==> src/rtl/wsgd_pkg.sv <==
// Package with the beat types, command codes, register indexes and state types of the detector.
package wsgd_pkg;

	typedef enum logic [1:0] {
		CMD_SAMPLE     = 2'd0,
		CMD_REFRESH    = 2'd1,
		CMD_RESET_BASE = 2'd2,
		CMD_UNUSED     = 2'd3
	} cmd_t;

	typedef enum logic [2:0] {
		REG_MIN_SAMPLES          = 3'd0,
		REG_PROCESS_GROWTH_LIMIT = 3'd1,
		REG_PROCESS_SLOPE_LIMIT  = 3'd2,
		REG_TRACKED_GROWTH_LIMIT = 3'd3,
		REG_TRACKED_SLOPE_LIMIT  = 3'd4,
		REG_OBJECT_GROWTH_LIMIT  = 3'd5,
		REG_SPARE6               = 3'd6,
		REG_SPARE7               = 3'd7
	} reg_index_t;

	localparam int YW = 36;
	localparam int CFG_W = 48;
	localparam logic [47:0] SLOPE_MAX = 48'h7FFF_FFFF_FFFF;

	typedef struct packed {
		logic [1:0]  command;
		logic        process_available;
		logic [47:0] private_bytes;
		logic [47:0] tracked_bytes;
		logic [31:0] tracked_count;
	} in_beat_t;

	typedef struct packed {
		logic signed [47:0] process_slope;
		logic signed [47:0] tracked_slope;
		logic [47:0]        process_growth;
		logic [47:0]        tracked_growth;
		logic [31:0]        object_growth;
		logic [7:0]         process_samples;
		logic               enough_samples;
		logic               process_growing;
		logic               resources_growing;
	} out_beat_t;

	typedef enum logic [2:0] {
		SL_IDLE, SL_WALK, SL_MUL, SL_SUB, SL_PREP, SL_DIV, SL_ROUND, SL_DONE
	} slp_state_t;

	typedef enum logic [2:0] {
		TS_IDLE, TS_PSTART, TS_PWAIT, TS_TSTART, TS_TWAIT, TS_OUT
	} top_state_t;

endpackage

==> src/rtl/wsgd_ring.sv <==
// Sample history ring memory with one write port and one registered read port.
module wsgd_ring #(
	parameter int DEPTH = 60
) (
	input  logic                                  clk,
	input  logic                                  we,
	input  logic [(DEPTH > 1 ? $clog2(DEPTH) : 1)-1:0] waddr,
	input  logic [wsgd_pkg::YW-1:0]               wdata,
	input  logic [(DEPTH > 1 ? $clog2(DEPTH) : 1)-1:0] raddr,
	output logic [wsgd_pkg::YW-1:0]               rdata
);
	import wsgd_pkg::*;

	logic [YW-1:0] mem [DEPTH];
	logic [YW-1:0] rdata_q;

	always_ff @(posedge clk) begin
		if (we) begin
			mem[waddr] <= wdata;
		end
		rdata_q <= mem[raddr];
	end

	assign rdata = rdata_q;
endmodule

==> config.mk <==
export PLATFORM = sky130hd
export DESIGN_NAME = wsgd_ring
export DESIGN_NICKNAME = d
export VERILOG_FILES = /design/src/rtl/wsgd_pkg.sv /design/src/rtl/wsgd_ring.sv
export SDC_FILE = /design/constraint.sdc
export NUM_CORES = 2
export LEC_CHECK = 0
export ABC_CLOCK_PERIOD_IN_PS = 5800
export BUFFER_PORTS_ARGS = -buffer_cell sky130_fd_sc_hd__buf_4
export CORE_ASPECT_RATIO = 1.75
export CORE_MARGIN = 2
export CORE_UTILIZATION = 50
export DETAILED_ROUTE_END_ITERATION = 12
export PLACE_DENSITY = 0.68
export SYNTH_ARGS = -nofsm -noshare
export SYNTH_HDL_FRONTEND = slang
export SYNTH_SLANG_ARGS = --single-unit
==> constraint.sdc <==
create_clock -name clk -period 5.8 [get_ports clk]
set_input_delay 0.29 -clock clk [delete_from_list [all_inputs] [get_ports clk]]
set_output_delay 0.29 -clock clk [all_outputs]
set_load 0.03 [all_outputs]
==> metrics.txt <==
status=completed; io pins=86; count leader, synth=edfxtp_1; CTS Buf Count=~190; average wire per standard cell=35.69 um; Clk Latency, worst-skew pair=0.83 ns; register area share after synthesis=0.7910; crit path DAT=~3.5 ns; Post-synth EDFFs=2160; placed cell area=around 0.087 mm2; Final Util=0.5654; Clock transition at path regs=approximately 0.060 ns; pin count of the biggest net entering global routing=between 100 and 150; DRC viols=0; Post-synth top flop=edfxtp_1; # rows=around 200; post-layout min period=3.025 ns; Post CTS Setup Buffer Count=0; top cell type's share of synthesized area=0.7823; vias in the first global route=about 40000; starting density of the core=0.5035; Final Power=approximately 32 mW; # hold bufs at CTS=35; GRT Total Usage=0.2599; initial DRC count=5326; fin nets=roughly 3900; initial antenna violation count=2; top cells by area, synth=edfxtp_1 (78%), mux4_2 (14%), a22oi_1 (0.91%); Peak VDD IR=between 0.2 and 0.25 mV; clock sinks=between 2000 and 2500; Layout area overhead=12.28%; setup tns final=0 ns; Core ar.=~0.16 mm2; final-report max-slew violation count=0; Synth Area per Inst=23.14 um2; FF-to-FF Start=mem[50][9]$_DFFE_PP_; Crit Path Max Fanout=19; main combinational cell family by area after synthesis=multiplexers; CTS tree=built; post-route clock skew=around 0.055 ns; Post-Syn Area=slightly above 0.08 mm2; post-synthesis simple-gate area fraction=0.01233; Setup crit end kind=register; largest area contributor in the netlist=edfxtp_1; mux cell area share after synthesis=0.1554; routability cong.=approximately 0.8; top post-synthesis cells by count=edfxtp_1 (2160), mux4_2 (528), a22oi_1 (100), nor2_1 (96), clkbuf_1 (81); RSZ-0062 raised after global routing=false; Netlist cell types=42; detail-routed via count per cell=between 6 and 7; CP required=6.23 ns; gr ovfl total=0; Final WS setup=approximately 2.8 ns; Clock Tree Buf Depth=4; layout cells sized above 1=0.2745; Critical Path Start Type=primary input; Die Width=roughly 310 um; hold slack=between 0.02 and 0.03 ns; Cell Count, Final, Fillers Out=6148; Slew @ Worst Pin=1.296 ns; YS warnings=0; complex-gate fraction of the synthesized area=0.02828; Reg2Reg Capture Point=rdata[9]$_DFF_P_; xor/xnor share of the synthesized area=0; max cap viols=0; Leak=approximately 29 nW; Period Utilization, post-route=0.5215; reg2reg setup slack=around 3.7 ns; PD cells=341.4 mW/mm2; vias=~40000; Critical Path Source=waddr[1]; WL final=about 220 mm; design area=around 0.093 mm2; Max H-tree Level=4; Setup crit end=mem[12][30]$_DFFE_PP_; dpl ws=about 2.5 ns; clk root buf=clkbuf_16; Die Area=about 0.17 mm2; Slew HR=0.1340; chip height=about 540 um; Synth Instances=about 3600; post-CTS sizing=0; Adder-Cell Fraction of Synth Area=0; Fin. Hold Viols=0; Crit Path Category=primary input to register; Fmax achieved=around 330 MHz; post-synth net total=about 3600; final setup vio count=0; Post-DRT Antenna Nets=0; Fillers=between 10000 and 15000; async set or reset register ratio after synthesis=0; PortBufs=between 80 and 90; global-route wire length before repair=307.9 mm; placed cell count=5774; Hold Path Class=primary input to register; Post-DP HPWL=about 120 mm; iteration count of the initial detailed-routing pass=6; cells on worst reg2reg path=5; Yosys reg bits=approximately 2200
[report_power, final]
part           leakage (nW)  internal (mW)  switching (mW)
registers              19.7           17.6          0.0732
clock network          2.94           7.02            5.53
logic                  6.13          0.590            1.01
total                  28.8           25.2            6.62
[cells by family (layout without fill, tap and decap cells)]
kind of cell           Yosys count  after routing
muxes                          607            607
AOI/OAI and AO/OA              351            351
other                            0              2
buffers and inverters          199            573
and+or+nand+nor                230            230
DFF                           2196           2196
[routing by layer]
layer | routed length [um] | global-route usage | vias to the layer above | share of wire
li1 | - | - | 15740 | -
met1 | 76130 | 0.3190 | 21590 | 0.35
met2 | 116600 | 0.4637 | 2066 | 0.53
met3 | 16660 | 0.03427 | 491 | 0.076
met4 | 10060 | 0.1102 | 0 | 0.046
met5 | 0 | 0 | - | 0
[critical path, stage by stage]
cell	delay [ns]
dlygate4sd3_1	0.57
buf_4	0.18
nor2_1	0.14
nand3_1	0.50
nor2_4	1.14
buf_4	0.58
[worst min-delay path by stage]
stage	from	end	slack, ns	cells after the start
detailed placement	rdata[13]$_DFF_P_	rdata[13]	0.72	1
floorplan	wdata[0]	mem[0][0]$_DFFE_PP_	0.39	0
finish	wdata[32]	mem[33][32]$_DFFE_PP_	0.03	1
global route	wdata[32]	mem[47][32]$_DFFE_PP_	0.04	1
global placement	rdata[7]$_DFF_P_	rdata[7]	0.73	1
CTS	wdata[11]	mem[15][11]$_DFFE_PP_	0.003	1
[cell usage in the layout, fill, tap and decap left out, types with 4 or more instances in the layout]
cell and n:
edfxtp_1 2160, mux4_2 528, clkbuf_16 192, buf_4 187, a22oi_1 100, a21oi_1 75
nor2_4 60, clkbuf_1 60, o21ai_0 59, nand2_1 53, mux2i_1 52, dfxtp_1 36
dlygate4sd3_1 35, nor2_1 34, nor3_1 34, clkinv_2 32, o22ai_1 30, a22o_1 28
o211ai_1 26, mux2_2 16, clkbuf_8 16, bufinv_16 16, clkinv_1 15, mux4_1 11
a221oi_1 10, buf_12 10, nor2b_1 9, a211oi_1 7, o211a_1 7, nand2b_1 5
nand3_1 5, clkinvlp_4 5, nor2b_4 4, nand3b_1 4
[state kept, by name, indices dropped and copies added (netlist names)]
name and flops:
rdata 36, mem 2160
[cell type report]
type	count	area, um2	share of cell area
clock buffers	268	5250	0.05640
repair buffers	235	1999	0.02148
diodes	2	5.005	0.00005376
multi-input cells	1188	16750	0.1800
well taps	2189	2739	0.02942
inverters	1	3.754	0.00004032
flip-flops and latches	2196	65580	0.7045
clock inverters	69	758.2	0.008145
(Power assumes the default switching activity.)
