$ cat config.mk
export PLATFORM = sky130hd
export DESIGN_NAME = wsgd_slope
export DESIGN_NICKNAME = d
export VERILOG_FILES = /design/src/rtl/wsgd_pkg.sv /design/src/rtl/wsgd_slope.sv
export SDC_FILE = /design/constraint.sdc
export NUM_CORES = 2
export LEC_CHECK = 0
export ABC_AREA = 1
export BUFFER_PORTS_ARGS = -buffer_cell sky130_fd_sc_hd__buf_2
export CORE_MARGIN = 4
export CORE_UTILIZATION = 25
export CTS_BUF_LIST = sky130_fd_sc_hd__clkbuf_8
export DETAILED_ROUTE_END_ITERATION = 10
export SLEW_MARGIN = 15
export SYNTH_ARGS = -nofsm -noshare
export SYNTH_HDL_FRONTEND = slang
export SYNTH_SLANG_ARGS = --single-unit
$ cat constraint.sdc
create_clock -name clk -period 17 [get_ports clk]
set_input_delay 0.85 -clock clk [delete_from_list [all_inputs] [get_ports clk]]
set_output_delay 0.85 -clock clk [all_outputs]
set_load 0.05 [all_outputs]
$ cat src/rtl/wsgd_pkg.sv
// Package with the beat types, command codes, register indexes and state types of the detector.
package wsgd_pkg;

	typedef enum logic [1:0] {
		CMD_SAMPLE     = 2'd0,
		CMD_REFRESH    = 2'd1,
		CMD_RESET_BASE = 2'd2,
		CMD_UNUSED     = 2'd3
	} cmd_t;

	typedef enum logic [2:0] {
		REG_MIN_SAMPLES          = 3'd0,
		REG_PROCESS_GROWTH_LIMIT = 3'd1,
		REG_PROCESS_SLOPE_LIMIT  = 3'd2,
		REG_TRACKED_GROWTH_LIMIT = 3'd3,
		REG_TRACKED_SLOPE_LIMIT  = 3'd4,
		REG_OBJECT_GROWTH_LIMIT  = 3'd5,
		REG_SPARE6               = 3'd6,
		REG_SPARE7               = 3'd7
	} reg_index_t;

	localparam int YW = 36;
	localparam int CFG_W = 48;
	localparam logic [47:0] SLOPE_MAX = 48'h7FFF_FFFF_FFFF;

	typedef struct packed {
		logic [1:0]  command;
		logic        process_available;
		logic [47:0] private_bytes;
		logic [47:0] tracked_bytes;
		logic [31:0] tracked_count;
	} in_beat_t;

	typedef struct packed {
		logic signed [47:0] process_slope;
		logic signed [47:0] tracked_slope;
		logic [47:0]        process_growth;
		logic [47:0]        tracked_growth;
		logic [31:0]        object_growth;
		logic [7:0]         process_samples;
		logic               enough_samples;
		logic               process_growing;
		logic               resources_growing;
	} out_beat_t;

	typedef enum logic [2:0] {
		SL_IDLE, SL_WALK, SL_MUL, SL_SUB, SL_PREP, SL_DIV, SL_ROUND, SL_DONE
	} slp_state_t;

	typedef enum logic [2:0] {
		TS_IDLE, TS_PSTART, TS_PWAIT, TS_TSTART, TS_TWAIT, TS_OUT
	} top_state_t;

endpackage

$ cat src/rtl/wsgd_slope.sv
// Least-squares slope engine: walks a history, forms the sums and divides one bit per cycle.
module wsgd_slope #(
	parameter int WIN = 60
) (
	input  logic                                clk,
	input  logic                                arst_n,
	input  logic                                start,
	input  logic [(WIN > 1 ? $clog2(WIN) : 1)-1:0] head,
	input  logic [$clog2(WIN+1)-1:0]            n,
	output logic [(WIN > 1 ? $clog2(WIN) : 1)-1:0] rd_addr,
	input  logic [wsgd_pkg::YW-1:0]             rd_data,
	output logic                                done,
	output logic [47:0]                         slope
);
	import wsgd_pkg::*;

	localparam int HW   = (WIN > 1) ? $clog2(WIN) : 1;
	localparam int NW   = $clog2(WIN + 1);
	localparam int SXW  = 2 * NW;
	localparam int SXXW = 3 * NW;
	localparam int SYW  = YW + NW;
	localparam int SXYW = YW + 2 * NW;
	localparam int AW   = YW + 3 * NW;
	localparam int DW   = 4 * NW;
	localparam int DVW  = AW + 7;
	localparam int CW   = $clog2(DVW + 1);

	slp_state_t state_q, state_d;

	logic [NW-1:0]   n_q, idx_q, xd_q;
	logic [HW-1:0]   addr_q;
	logic            dv_q;
	logic [SXW-1:0]  sx_q;
	logic [SXXW-1:0] sxx_q;
	logic [SYW-1:0]  sy_q;
	logic [SXYW-1:0] sxy_q;
	logic [AW-1:0]   a_q, b_q, mag_q;
	logic [DW-1:0]   p1_q, p2_q, den_q;
	logic            neg_q;
	logic [DW-1:0]   rem_q;
	logic [DVW-1:0]  quo_q;
	logic [CW-1:0]   cnt_q;
	logic [47:0]     slope_q;

	logic [NW:0]       hs, nn, start_ext;
	logic [2*NW-1:0]   xx;
	logic [YW+NW-1:0]  xy;
	logic [DW:0]       trial;
	logic              trial_ok;
	logic              up;
	logic [DVW:0]      res;
	logic [47:0]       mag48;
	logic              issue;

	assign hs        = (NW+1)'(head);
	assign nn        = (NW+1)'(n);
	assign start_ext = (hs >= nn) ? (hs - nn) : (hs + (NW+1)'(WIN) - nn);
	assign issue     = (state_q == SL_WALK) && (idx_q < n_q);
	assign xx        = (2*NW)'(xd_q) * (2*NW)'(xd_q);
	assign xy        = (YW+NW)'(xd_q) * (YW+NW)'(rd_data);
	assign trial     = {rem_q, quo_q[DVW-1]};
	assign trial_ok  = trial >= {1'b0, den_q};
	assign up        = {rem_q, 1'b0} >= {1'b0, den_q};
	assign res       = (DVW+1)'(quo_q) + (DVW+1)'(up);
	assign mag48     = (res > (DVW+1)'(SLOPE_MAX)) ? SLOPE_MAX : res[47:0];

	always_comb begin
		state_d = state_q;
		case (state_q)
			SL_IDLE:  if (start) state_d = (n < NW'(3)) ? SL_DONE : SL_WALK;
			SL_WALK:  if (idx_q == n_q && !dv_q) state_d = SL_MUL;
			SL_MUL:   state_d = SL_SUB;
			SL_SUB:   state_d = SL_PREP;
			SL_PREP:  state_d = (den_q == '0) ? SL_DONE : SL_DIV;
			SL_DIV:   if (cnt_q == CW'(DVW - 1)) state_d = SL_ROUND;
			SL_ROUND: state_d = SL_DONE;
			SL_DONE:  state_d = SL_IDLE;
			default:  state_d = SL_IDLE;
		endcase
	end

	always_comb begin
		done    = (state_q == SL_DONE);
		rd_addr = addr_q;
		slope   = slope_q;
	end

	always_ff @(posedge clk or negedge arst_n) begin
		if (!arst_n) begin
			state_q <= SL_IDLE;
			dv_q    <= 1'b0;
		end else begin
			state_q <= state_d;
			dv_q    <= issue;
		end
	end

	always_ff @(posedge clk) begin
		case (state_q)
			SL_IDLE: begin
				n_q    <= n;
				idx_q  <= '0;
				addr_q <= HW'(start_ext);
				sx_q   <= '0;
				sxx_q  <= '0;
				sy_q   <= '0;
				sxy_q  <= '0;
				if (start && n < NW'(3)) begin
					slope_q <= '0;
				end
			end
			SL_WALK: begin
				if (issue) begin
					idx_q  <= idx_q + 1'b1;
					addr_q <= (addr_q == HW'(WIN - 1)) ? '0 : addr_q + 1'b1;
				end
				xd_q <= idx_q;
				if (dv_q) begin
					sx_q  <= sx_q + SXW'(xd_q);
					sxx_q <= sxx_q + SXXW'(xx);
					sy_q  <= sy_q + SYW'(rd_data);
					sxy_q <= sxy_q + SXYW'(xy);
				end
			end
			SL_MUL: begin
				a_q  <= AW'(AW'(n_q) * AW'(sxy_q));
				b_q  <= AW'(AW'(sx_q) * AW'(sy_q));
				p1_q <= DW'(DW'(n_q) * DW'(sxx_q));
				p2_q <= DW'(DW'(sx_q) * DW'(sx_q));
			end
			SL_SUB: begin
				den_q <= p1_q - p2_q;
				neg_q <= a_q < b_q;
				mag_q <= (a_q < b_q) ? (b_q - a_q) : (a_q - b_q);
			end
			SL_PREP: begin
				quo_q <= (DVW'(mag_q) << 7) - (DVW'(mag_q) << 3);
				rem_q <= '0;
				cnt_q <= '0;
				if (den_q == '0) begin
					slope_q <= '0;
				end
			end
			SL_DIV: begin
				rem_q <= trial_ok ? DW'(trial - {1'b0, den_q}) : DW'(trial);
				quo_q <= {quo_q[DVW-2:0], trial_ok};
				cnt_q <= cnt_q + 1'b1;
			end
			SL_ROUND: begin
				slope_q <= neg_q ? (48'd0 - mag48) : mag48;
			end
			default: begin
			end
		endcase
	end
endmodule
==> results.sh <==
export IMPL_ctsHtreeMaxLevel=3
export IMPL_wl_per_cell_um=15.88
export IMPL_synth_area_sq_um=76960
export IMPL_routed_wl_um=223700
export IMPL_hold_ws_ps=291.2
export IMPL_cts_max_path_buffers=3
export IMPL_synth_top_cell_area_share=0.2411
export IMPL_min_period_over_period=0.4259
export IMPL_cts_sinks=521
export IMPL_dieArea_sq_um=316800
export IMPL_fillers=33320
export IMPL_synth_edf_count=517
export IMPL_busiest_layer="met2"
export IMPL_r2r_start="sx_q[4]"
export IMPL_die_w_um=562.8
export IMPL_grt_max_degree=148
export IMPL_place_congestion=0.9285
export IMPL_portBuffers=105
export IMPL_clk_latency_ps=780
export IMPL_drtIter0Drc=5226
export IMPL_grt_pass1_vias=64540
export IMPL_cp_end_kind="flip-flop"
export IMPL_postSynthCellCount=9913
export IMPL_ant_nets=0
export IMPL_drc=0
export IMPL_crit_type="flip-flop to flip-flop"
export IMPL_hpwl_um=181200
export IMPL_dr_total_vias=64300
export IMPL_pin_count=106
export IMPL_drv_cap=0
export IMPL_root_buffer="clkbuf_8"
export IMPL_postCtsHoldBufs=1
export IMPL_start_util=0.2515
export IMPL_reg2regPathDepth=22
export IMPL_start_kind="flip-flop"
export IMPL_synthArstFlopShare=0.007678
export IMPL_grtUsageTotal=0.1399
export IMPL_grt_use_met1=0.1992
export IMPL_use_met3=0.01868
export IMPL_area_growth_pct=9.114
export IMPL_rr_endpoint="b_q[39]"
export IMPL_cts_tree="done"
export IMPL_gr_total_overflow=0
export IMPL_synth_cell_types=66
export IMPL_numCtsBuffers=100
export IMPL_hold_path_class="input port to flip-flop"
export IMPL_cp_max_fo=43
export IMPL_ff2ff_setup_slack_ps=9760
export IMPL_clk_pin_slew_ps=70
export IMPL_syn_area_per_cell_sq_um=7.764
export IMPL_period_needed_ps=7239
export IMPL_yosysWarnings=0
export IMPL_grt_pass1_wl_um=359500
export IMPL_yosys_top_cells_count="nand2_1, inv_1, fa_1"
export IMPL_cts_resized=0
export IMPL_critPathRequiredTime_ps=17540
export IMPL_worst_slew_pin_slew_ps=980.0
export IMPL_antenna_found_initial=7
export IMPL_yosysMostFrequentCell="nand2_1"
export IMPL_drive_above_1_share=0.04058
export IMPL_finalSetupViolCount=0
export IMPL_status="completed"
export IMPL_critPathLaunch="sx_q[4]"
export IMPL_final_area_sq_um=83980
export IMPL_ys_seq_elements=521
export IMPL_die_h_um=562.8
export IMPL_cts_setup_buffers=0
export IMPL_synth_flop_cell="edfxtp_1"
export IMPL_viasPerCell=4.566
export IMPL_nets=11470
export IMPL_rows=203
export IMPL_fin_setup_tns_ps=0
export IMPL_finalMaxSlewViolations=0
export IMPL_synth_top_area_cell="fa_1"
export IMPL_grtUsageMet2=0.2229
export IMPL_slew_headroom=0.3466
export IMPL_finalHoldViolations=0
export IMPL_cp_endpoint="b_q[39]"
export IMPL_crit_arrival_ps=7780
export IMPL_fmax_mhz=138.1
export IMPL_seq_area_frac_synth=0.2030
export IMPL_design_core_area_sq_um=306100
export IMPL_synth_area_leaders="fa_1, edfxtp_1, nand2_1"
export IMPL_drt_pass1_iterations=8
export IMPL_synth_nets=11490
export IMPL_rsz0062_at_grt="no"
export IMPL_skew_ps=56.31
export IMPL_place_area_sq_um=81930
[cell usage in the layout (no fill, tap or decap), drive strengths merged, types with 6 or more instances in the layout]
| cell | instances |
|---|---|
| nand2 | 2301 |
| inv | 2119 |
| fa | 927 |
| a21oi | 805 |
| nor2 | 743 |
| ha | 598 |
| o21ai | 543 |
| edfxtp | 517 |
| xor2 | 211 |
| nand3 | 207 |
| buf | 150 |
| xnor2 | 120 |
| clkbuf | 104 |
| a31oi | 101 |
| nor3 | 68 |
| nand4 | 66 |
| o21a | 63 |
| clkinv | 44 |
| a21o | 35 |
| a21boi | 34 |
| nor4 | 32 |
| o21bai | 30 |
| o211ai | 23 |
| or2 | 19 |
| o221ai | 13 |
| a211oi | 12 |
| a221oi | 9 |
| nand3b | 9 |
| o31ai | 8 |
| o2111ai | 7 |
| clkinvlp | 7 |
| bufinv | 7 |
| and3 | 6 |
| mux2i | 6 |
[stage by stage]
| step | setup slack, ps | utilization | cells |
|---|---|---|---|
| global route | 9169 | 0.2744 | 14080 |
| CTS | 9771 | 0.2743 | 14080 |
| finish | 9761 | 0.2744 | 14080 |
| global placement | 9900 | 0.2677 | 13890 |
| floorplan | 5183 | - | 9913 |
| detailed placement | 9784 | 0.2677 | 13890 |
[worst max-delay path: stages, from the launching register on]
cell	delay, ps
edfxtp_1	680
buf_4	610
nand2_1	160
fa_1	530
inv_1	50
fa_1	490
inv_1	60
fa_1	530
inv_1	50
fa_1	490
fa_1	420
ha_1	360
nand2_1	60
o21ai_0	310
a21boi_0	260
o21ai_0	300
a21boi_0	190
o21ai_0	320
a21boi_0	270
o21ai_0	520
nand2_1	150
nand3_1	100
nand2_1	60
[worst min-delay path by stage]
| stage | startpoint | end | slack (ps) | cells past startpoint |
|---|---|---|---|---|
| after global routing | n[5] | n_q[5] | 220 | 1 |
| after detailed placement | idx_q[4] | xd_q[4] | 480 | 0 |
| after floorplan | sx_q[0] | p2_q[0] | 450 | 0 |
| after global placement | idx_q[4] | xd_q[4] | 470 | 0 |
| after CTS | n[5] | n_q[5] | 180 | 1 |
| final | n[5] | n_q[5] | 290 | 1 |
[cell type report]
cell class	instances	area, sq um	share of cell area
Antenna cell	3	7.507	0.00008940
Clock buffer	104	1431	0.01705
Clock inverter	81	594.3	0.007077
Inverter	2096	7868	0.09369
Multi-Input combinational cell	7027	52430	0.6244
Sequential cell	521	15630	0.1861
Tap cell	4100	5130	0.06109
Timing Repair Buffer	151	885.9	0.01055
[per-layer routing]
metal	share of wire	vias to the layer above	wire length, um
li1	-	31170	-
met2	0.44	1864	98690
met1	0.47	30950	105600
met3	0.059	318	13100
met4	0.028	2	6223
met5	0.000049	-	11
[logic make-up (layout without fill, tap and decap cells)]
| family | Yosys count | after routing | share of synthesized area |
|---|---|---|---|
| mux | 7 | 7 | 0.0009267 |
| simple gates | 3458 | 3458 | 0.1818 |
| other cells | 0 | 3 | 0 |
| xor+xnor | 331 | 331 | 0.03767 |
| flops | 521 | 521 | 0.2030 |
| buf+inv | 2365 | 2432 | 0.1163 |
| fa+ha+maj | 1525 | 1525 | 0.3384 |
| compound gates | 1706 | 1706 | 0.1219 |
[flip-flops by register name, indices dropped and copies added (netlist names), 3 cells and up]
register and flops:
a_q 54, n_q 6, state_q 3, sx_q 12, sxx_q 18, idx_q 6, sy_q 42, sxy_q 48
rd_addr 6, slope 48, b_q 54, p2_q 23, p1_q 24, xd_q 6, cnt_q 6, rem_q 24
den_q 24, mag_q 54, quo_q 61
Power is left out: the tool's default activity adds up to more than one toggle a clock period on the data nets, which glitch-free logic cannot reach.
